==> src/rtl/gcc_pkg.sv <==
// shared constants, types and codes for the greedy constraint coloring block
// no dependencies; every other file imports this package
package gcc_pkg;

  localparam int NUM_POINTS = 4096;
  localparam int COLOR_CAP  = 64;
  localparam int MAX_PTS    = 8;
  localparam int ADDR_W     = $clog2(NUM_POINTS);
  localparam int MASK_W     = 64;
  localparam int COLOR_W    = 6;
  localparam int CNT_W      = 7;
  localparam int PT_W       = 12;
  localparam int PCNT_W     = 4;
  localparam int SLOT_W     = 3;
  localparam int GRP_N      = 8;
  localparam int GRP_W      = 8;

  localparam logic ACT_COLOR = 1'b0;
  localparam logic ACT_CLEAR = 1'b1;

  localparam logic [CNT_W-1:0] LIMIT_RESET = CNT_W'(64);

  typedef struct packed {
    logic              action;
    logic [PCNT_W-1:0] point_count;
    logic [PT_W-1:0]   point_0;
    logic [PT_W-1:0]   point_1;
    logic [PT_W-1:0]   point_2;
    logic [PT_W-1:0]   point_3;
    logic [PT_W-1:0]   point_4;
    logic [PT_W-1:0]   point_5;
    logic [PT_W-1:0]   point_6;
    logic [PT_W-1:0]   point_7;
  } cmd_item_t;

  typedef struct packed {
    logic [COLOR_W-1:0] color;
    logic [CNT_W-1:0]   colors_used;
    logic               overflow;
  } res_item_t;

  typedef struct packed {
    logic              we;
    logic [ADDR_W-1:0] waddr;
    logic [MASK_W-1:0] wdata;
    logic [ADDR_W-1:0] raddr;
  } mem_req_t;

  typedef struct packed {
    logic               found;
    logic [COLOR_W-1:0] color;
  } pick_res_t;

  typedef enum logic [5:0] {
    ST_CLEAR = 6'b000001,
    ST_IDLE  = 6'b000010,
    ST_READ  = 6'b000100,
    ST_PICK  = 6'b001000,
    ST_WRITE = 6'b010000,
    ST_DONE  = 6'b100000
  } state_t;

endpackage

==> src/rtl/gcc_pick.sv <==
// two-stage lowest-clear-bit search over the 64-bit busy mask
// depends on gcc_pkg; the result comes out of the stage 2 register
module gcc_pick
  import gcc_pkg::*;
(
  input  logic              clk,
  input  logic [MASK_W-1:0] busy,
  output pick_res_t         pick
);

  logic [GRP_N-1:0]  grp_free;
  logic [SLOT_W-1:0] grp_idx [GRP_N];

  function automatic logic [SLOT_W-1:0] low_zero(input logic [GRP_W-1:0] b);
    logic [SLOT_W-1:0] idx;
    idx = '0;
    for (int i = GRP_W - 1; i >= 0; i--) begin
      if (!b[i]) idx = SLOT_W'(i);
    end
    return idx;
  endfunction

  // stage 1: per byte, whether any bit is free and the lowest free position
  always_ff @(posedge clk) begin
    for (int g = 0; g < GRP_N; g++) begin
      grp_free[g] <= ~&busy[g*GRP_W +: GRP_W];
      grp_idx[g]  <= low_zero(busy[g*GRP_W +: GRP_W]);
    end
  end

  // stage 2: first byte that has a free bit
  always_ff @(posedge clk) begin
    logic [COLOR_W-1:0] first;
    first = '0;
    for (int g = GRP_N - 1; g >= 0; g--) begin
      if (grp_free[g]) first = {SLOT_W'(g), grp_idx[g]};
    end
    pick.found <= |grp_free;
    pick.color <= first;
  end

endmodule
==> config.mk <==
export PLATFORM = sky130hd
export DESIGN_NAME = gcc_pick
export DESIGN_NICKNAME = d
export VERILOG_FILES = /design/src/rtl/gcc_pkg.sv /design/src/rtl/gcc_pick.sv
export SDC_FILE = /design/constraint.sdc
export NUM_CORES = 1
export LEC_CHECK = 0
export ABC_CLOCK_PERIOD_IN_PS = 900
export CORE_ASPECT_RATIO = 2
export CORE_MARGIN = 10
export CORE_UTILIZATION = 49
export DETAILED_ROUTE_END_ITERATION = 6
export DONT_BUFFER_PORTS = 1
export GPL_TIMING_DRIVEN = 0
export PLACE_DENSITY_LB_ADDON = 0.12
export REMOVE_ABC_BUFFERS = 1
export SYNTH_ARGS = -nofsm -noshare
export SYNTH_HDL_FRONTEND = slang
export SYNTH_SLANG_ARGS = --single-unit
==> constraint.sdc <==
create_clock -name clk -period 0.9 [get_ports clk]
set_input_delay 0.135 -clock clk [delete_from_list [all_inputs] [get_ports clk]]
set_output_delay 0.135 -clock clk [all_outputs]
set_load 0.03 [all_outputs]
==> results.sh, run 1 <==
export IMPL_outcome="finished, violations left"
export IMPL_violations="setup timing"
export IMPL_r2r_slack_ns=-0.12
export IMPL_grtUsageTotal_pct=13.14
export IMPL_ys_flop_type="dfxtp_1"
export IMPL_path_class="register to register"
export IMPL_avgSynthCellArea_um2=7.519
export IMPL_hold_viol=0
export IMPL_cp_top_family="flip-flops"
export IMPL_htreeDepth=2
export IMPL_peakVddDrop_uv=1343
export IMPL_clkSlewWorstSetupHoldPaths_ns=0.06
export IMPL_skew_ns=0.005506
export IMPL_rows=29
export IMPL_report_final_setup_viol=6
export IMPL_final_nets=308
export IMPL_p_leak_nw=0.8422
export IMPL_wl_um=3982
export IMPL_critPathCaptureType="register"
export IMPL_worst_slew_pin_slew_ns=0.2288
export IMPL_syn_inst=215
export IMPL_floorplan_initialDensity_pct=50.63
export IMPL_mostFrequentLayoutCells="57 x nand2_1, 27 x dfxtp_1, 26 x nor2_1"
export IMPL_wl_per_cell_um=14.48
export IMPL_clk_insertion_delay_late_ns=0.29
export IMPL_fmax_ghz=0.9842
export IMPL_critPathLaunchType="register"
export IMPL_viasPerCell=5.676
export IMPL_ys_seq_area_share_pct=48.30
export IMPL_yosysWarnings=0
export IMPL_die_w_um=60.62
export IMPL_areaGrowthSynthToFinish_pct=24.69
export IMPL_crit_slowest_cell="dfxtp_4"
export IMPL_core_region_area_um2=3193
export IMPL_power_density_nw_per_um2=1653
export IMPL_dieArea_um2=6136
export IMPL_dp_slack_ns=-0.1303
export IMPL_first_global_vias=1641
export IMPL_period_needed_ns=1.016
export IMPL_num_vias=1561
export IMPL_synth_distinct_cells=22
export IMPL_remaining_drc_errors=0
export IMPL_cts_tree="yes"
export IMPL_portBuffers=0
export IMPL_cp_max_fo=4
export IMPL_max_stage_delay_ns=0.35
export IMPL_drive_gt1_share_pct=12.30
export IMPL_synth_edff_count=0
export IMPL_hpwl_um=3253
export IMPL_boundaryPins=72
export IMPL_drtAntennaViolNets=0
export IMPL_die_y_um=101.2
export IMPL_drt_iter0_drc=24
export IMPL_clockBufferDepth=2
export IMPL_cts_root_buf="clkbuf_8"
export IMPL_maxCapViolCount=0
export IMPL_worstPathCellList="buf_4 > o211ai_1 > nand3_1 > a31oi_1"
export IMPL_critical_path_required_ns=1.10
export IMPL_finalSetupTns_ns=-0.4403
export IMPL_diodes=0
export IMPL_cp_buffers_inverters=1
export IMPL_period_share_pct=112.9
export IMPL_antenna_found_initial=0
export IMPL_grt_pass1_wl_um=6348
export IMPL_async_reset_ff_share_pct=0
export IMPL_slew_violations=0
export IMPL_yosys_register_bits=39
export IMPL_min_path_type="primary input to register"
export IMPL_cts_sinks=39
export IMPL_place_congestion=0.7377
export IMPL_relSlewSlack_pct=84.73
export IMPL_worst_slack_ns=-0.1160
export IMPL_cp_data_arrival_time_ns=1.22
export IMPL_grt_max_degree=12
export IMPL_drtPass1Iterations=4
export IMPL_final_common_cell="nand2_1"
export IMPL_rsz0062_at_grt="yes"
export IMPL_fill_cells=271
export IMPL_gr_total_overflow=0
export IMPL_cts_buffers=5
export IMPL_netlist_area_um2=1617
[metal layers]
layer	vias up	share of wire [%]	track usage (%)
met3	14	11	5.013
met5	-	0	0
met2	61	59	25.14
met4	0	2.6	7.640
met1	710	28	10.16
li1	776	-	-
[logic make-up after synthesis]
| logic type | after synthesis | synth area share, % |
|---|---|---|
| compound gates | 51 | 19.97 |
| buf+inv | 21 | 5.108 |
| flops | 39 | 48.30 |
| simple gates | 104 | 26.63 |
[stage by stage]
stage | total power (W) | instance area [um^2] | hold WS [ns] | util, % | std cells
floorplan | 0.002036 | 1612 | 0.2391 | - | 214
global placement | 0.002070 | 1650 | 0.2428 | 51.69 | 245
detailed placement | 0.002082 | 1650 | 0.2495 | 51.69 | 245
CTS | 0.003363 | 1968 | 0.005306 | 61.64 | 273
global route | 0.003476 | 2016 | 0.005426 | 63.13 | 275
finish | 0.003332 | 2016 | 0.004419 | 63.13 | 275
[layout make-up]
class                      count  area (um^2)  share of cell area [%]
clock buffer                   8        100.1                   4.966
inverter                      20        77.57                   3.849
multi-input combinational    155        779.5                   38.67
sequential                    39        800.8                   39.73
tap                           31        38.79                   1.924
timing repair buffer          22        219.0                   10.86
[repair_timing]
| item | in CTS | in global routing |
|---|---|---|
| pin swaps | 2 | 4 |
| hold buffers | 20 | 0 |
| setup buffers | 0 | 2 |
| endpoints found under the hold margin | 8 | 0 |
| setup endpoints to repair | 14 | 9 |
| gates resized for setup | 12 | 10 |
[flip-flops by register name, indices dropped and copies added, names as in the netlist]
register	flops
grp_free	8
pick	7
grp_idx	24
[power breakdown]
part / switching (W) / internal, W / total, W
clock network: 0.000525 / 0.000697 / 0.00122
registers: 0.0000390 / 0.00179 / 0.00183
logic: 0.000127 / 0.000152 / 0.000279
total: 0.000691 / 0.00264 / 0.00333
[final timing paths]
| check | from | endpoint | cells after the start |
|---|---|---|---|
| min | busy[45] | grp_idx[1][4] | 2 |
| max reg2reg | grp_free[6] | pick[1] | 4 |
| max | grp_free[6] | pick[1] | 4 |
| min reg2reg | grp_free[0] | pick[3] | 1 |
[synth_stat cells, types with 4 or more instances]
cell type,instances,share of area [%]
nand2_1,57,13
dfxtp_1,39,48
nor2_1,28,6.5
inv_1,18,4.2
a31oi_1,11,4.3
o21ai_0,11,3.4
o22ai_1,11,4.3
a21boi_0,8,3.7
nor3_1,8,2.5
nand3_1,4,1.2
nor2b_1,4,1.5
No activity file was read; power rests on OpenSTA's default activity.
==> run 2: changes to the inputs <==
--- a/config.mk
+++ b/config.mk
@@ -8,7 +8,7 @@
 export ABC_CLOCK_PERIOD_IN_PS = 900
 export CORE_ASPECT_RATIO = 2
 export CORE_MARGIN = 10
-export CORE_UTILIZATION = 49
+export CORE_UTILIZATION = 40
 export DETAILED_ROUTE_END_ITERATION = 6
 export DONT_BUFFER_PORTS = 1
 export GPL_TIMING_DRIVEN = 0
==> run 2 against run 1 <==
Against the previous run:
- the run still ends with setup timing left
- die area increased by 16%
- worst hold slack improved by 0.0013 ns
- wire length increased by 4.2%
- combinational power decreased by 5%
- fmax decreased by 3.1%
- via count decreased by 3.1%
- critical endpoint is now pick[0]
- largest power group unchanged
==> results.sh, run 2 (synthesis results as in run 1) <==
export IMPL_outcome="finished, violations left"
export IMPL_violations="setup timing"
export IMPL_p_leak_nw=0.8063
export IMPL_grtUsageTotal_pct=11.82
export IMPL_crit_slowest_cell="dfxtp_4"
export IMPL_grt_max_degree=12
export IMPL_relSlewSlack_pct=74.31
export IMPL_largest_reg_flops=24
export IMPL_top_register="grp_idx"
export IMPL_portBuffers=0
export IMPL_worstPathCellList="nand2b_4 > o211ai_1 > nand3_1 > a31oi_1"
export IMPL_clk_insertion_delay_late_ns=0.28
export IMPL_core_region_area_um2=3884
export IMPL_wl_um=4149
export IMPL_hpwl_um=3504
export IMPL_critical_path_required_ns=1.10
export IMPL_drtPass1Iterations=5
export IMPL_gr_total_overflow=0
export IMPL_period_share_pct=116.5
export IMPL_period_needed_ns=1.049
export IMPL_dp_cells=265
export IMPL_grt_pass1_wl_um=6713
export IMPL_cts_tree="yes"
export IMPL_dieArea_um2=7138
export IMPL_antenna_found_initial=0
export IMPL_final_nets=304
export IMPL_path_class="register to register"
export IMPL_worst_slack_ns=-0.1486
export IMPL_place_congestion=0.7350
export IMPL_die_w_um=64.95
export IMPL_diodes=0
export IMPL_max_stage_delay_ns=0.36
export IMPL_htreeDepth=2
export IMPL_maxCapViolCount=0
export IMPL_stdcell_count=291
export IMPL_cts_buffers=5
export IMPL_fill_cells=390
export IMPL_final_util_pct=51.29
export IMPL_slew_violations=0
export IMPL_critPathCaptureType="register"
export IMPL_skew_ns=0.002813
export IMPL_power_density_nw_per_um2=1669
export IMPL_die_y_um=109.9
export IMPL_peakVddDrop_uv=961.4
export IMPL_areaGrowthSynthToFinish_pct=23.22
export IMPL_worst_slew_pin_slew_ns=0.3818
export IMPL_floorplan_initialDensity_pct=41.62
export IMPL_cts_root_buf="clkbuf_8"
export IMPL_num_vias=1512
export IMPL_cp_data_arrival_time_ns=1.24
export IMPL_hold_viol=0
export IMPL_cp_top_family="flip-flops"
export IMPL_drtAntennaViolNets=0
export IMPL_cp_buffers_inverters=0
export IMPL_drt_iter0_drc=34
export IMPL_rsz0062_at_grt="yes"
export IMPL_clkSlewWorstSetupHoldPaths_ns=0.07
export IMPL_final_common_cell="nand2_1"
export IMPL_remaining_drc_errors=0
export IMPL_cts_sinks=39
export IMPL_reg_largest_list="grp_idx (24), grp_free (8), pick (7)"
export IMPL_min_path_type="primary input to register"
export IMPL_boundaryPins=72
export IMPL_report_final_setup_viol=7
export IMPL_fmax_ghz=0.9536
export IMPL_drive_gt1_share_pct=10.83
export IMPL_mostFrequentLayoutCells="57 x nand2_1, 28 x dfxtp_1, 26 x nor2_1"
export IMPL_critPathLaunchType="register"
export IMPL_cp_max_fo=5
export IMPL_clockBufferDepth=2
export IMPL_first_global_vias=1696
export IMPL_wl_per_cell_um=14.26
export IMPL_rows=32
export IMPL_viasPerCell=5.196
run 2: cell count changes in the layout (fill, tap and decap cells not counted), moves of 2 or more:
cell	change
dfxtp_2	-2
dlygate4sd3_1	-3
nor2_4	+2
nor2_2	-2
run 2: worst register-to-register path, stage by stage, from the launching register on:
cell and delay (ns):
dfxtp_4 0.36, nand2b_4 0.14, o211ai_1 0.16, nand3_1 0.11, a31oi_1 0.20
run 2: power breakdown:
group	internal [W]	switching [W]
logic	0.000143	0.000123
clock network	0.000698	0.000527
registers	0.00179	0.0000446
total	0.00263	0.000695
run 2: through the flow:
step	setup WS (ns)	hold WS [ns]	TNS (ns)	total power, W	cell area, um^2
floorplan	-0.02527	0.2391	-0.05053	0.002036	1612
global placement	-0.1464	0.2436	-0.6263	0.002070	1675
detailed placement	-0.1776	0.2531	-0.7613	0.002087	1675
CTS	-0.1571	0.0001994	-0.5939	0.003363	1958
global route	-0.2212	0.001754	-1.081	0.003472	1992
finish	-0.1486	0.005750	-0.5997	0.003324	1992
run 2: repair_timing:
item / 4_1_cts / 5_1_grt
hold buffers: 16 / 1
setup buffers: 0 / 1
setup endpoints to repair: 14 / 8
endpoints found under the hold margin: 8 / 1
pin swaps: 4 / 0
resized for setup: 14 / 7
run 2: metal layers:
layer,global-route usage [%],wire length (um),vias up
met5,0,0,-
met4,4.923,38,0
met3,4.995,366,4
met2,25.85,2641,48
met1,7.637,1103,691
li1,-,-,769
run 2: worst paths after layout:
kind	startpoint	to	depth (start not counted)	slack, ns
setup / recovery	grp_free[6]	pick[0]	4	-0.15
hold / removal	busy[2]	grp_idx[0][0]	2	0.006
setup reg to reg	grp_free[6]	pick[0]	4	-0.15
hold reg to reg	grp_idx[0][3]	pick[0]	2	0.52
run 2: final cells by class:
type	instances	area (um^2)	share of cell area (%)
Clock buffer	8	100.1	5.025
Inverter	20	77.57	3.894
Tap cell	51	63.81	3.204
Multi-Input combinational cell	155	770.7	38.69
Sequential cell	39	802.0	40.26
Timing Repair Buffer	18	177.7	8.920
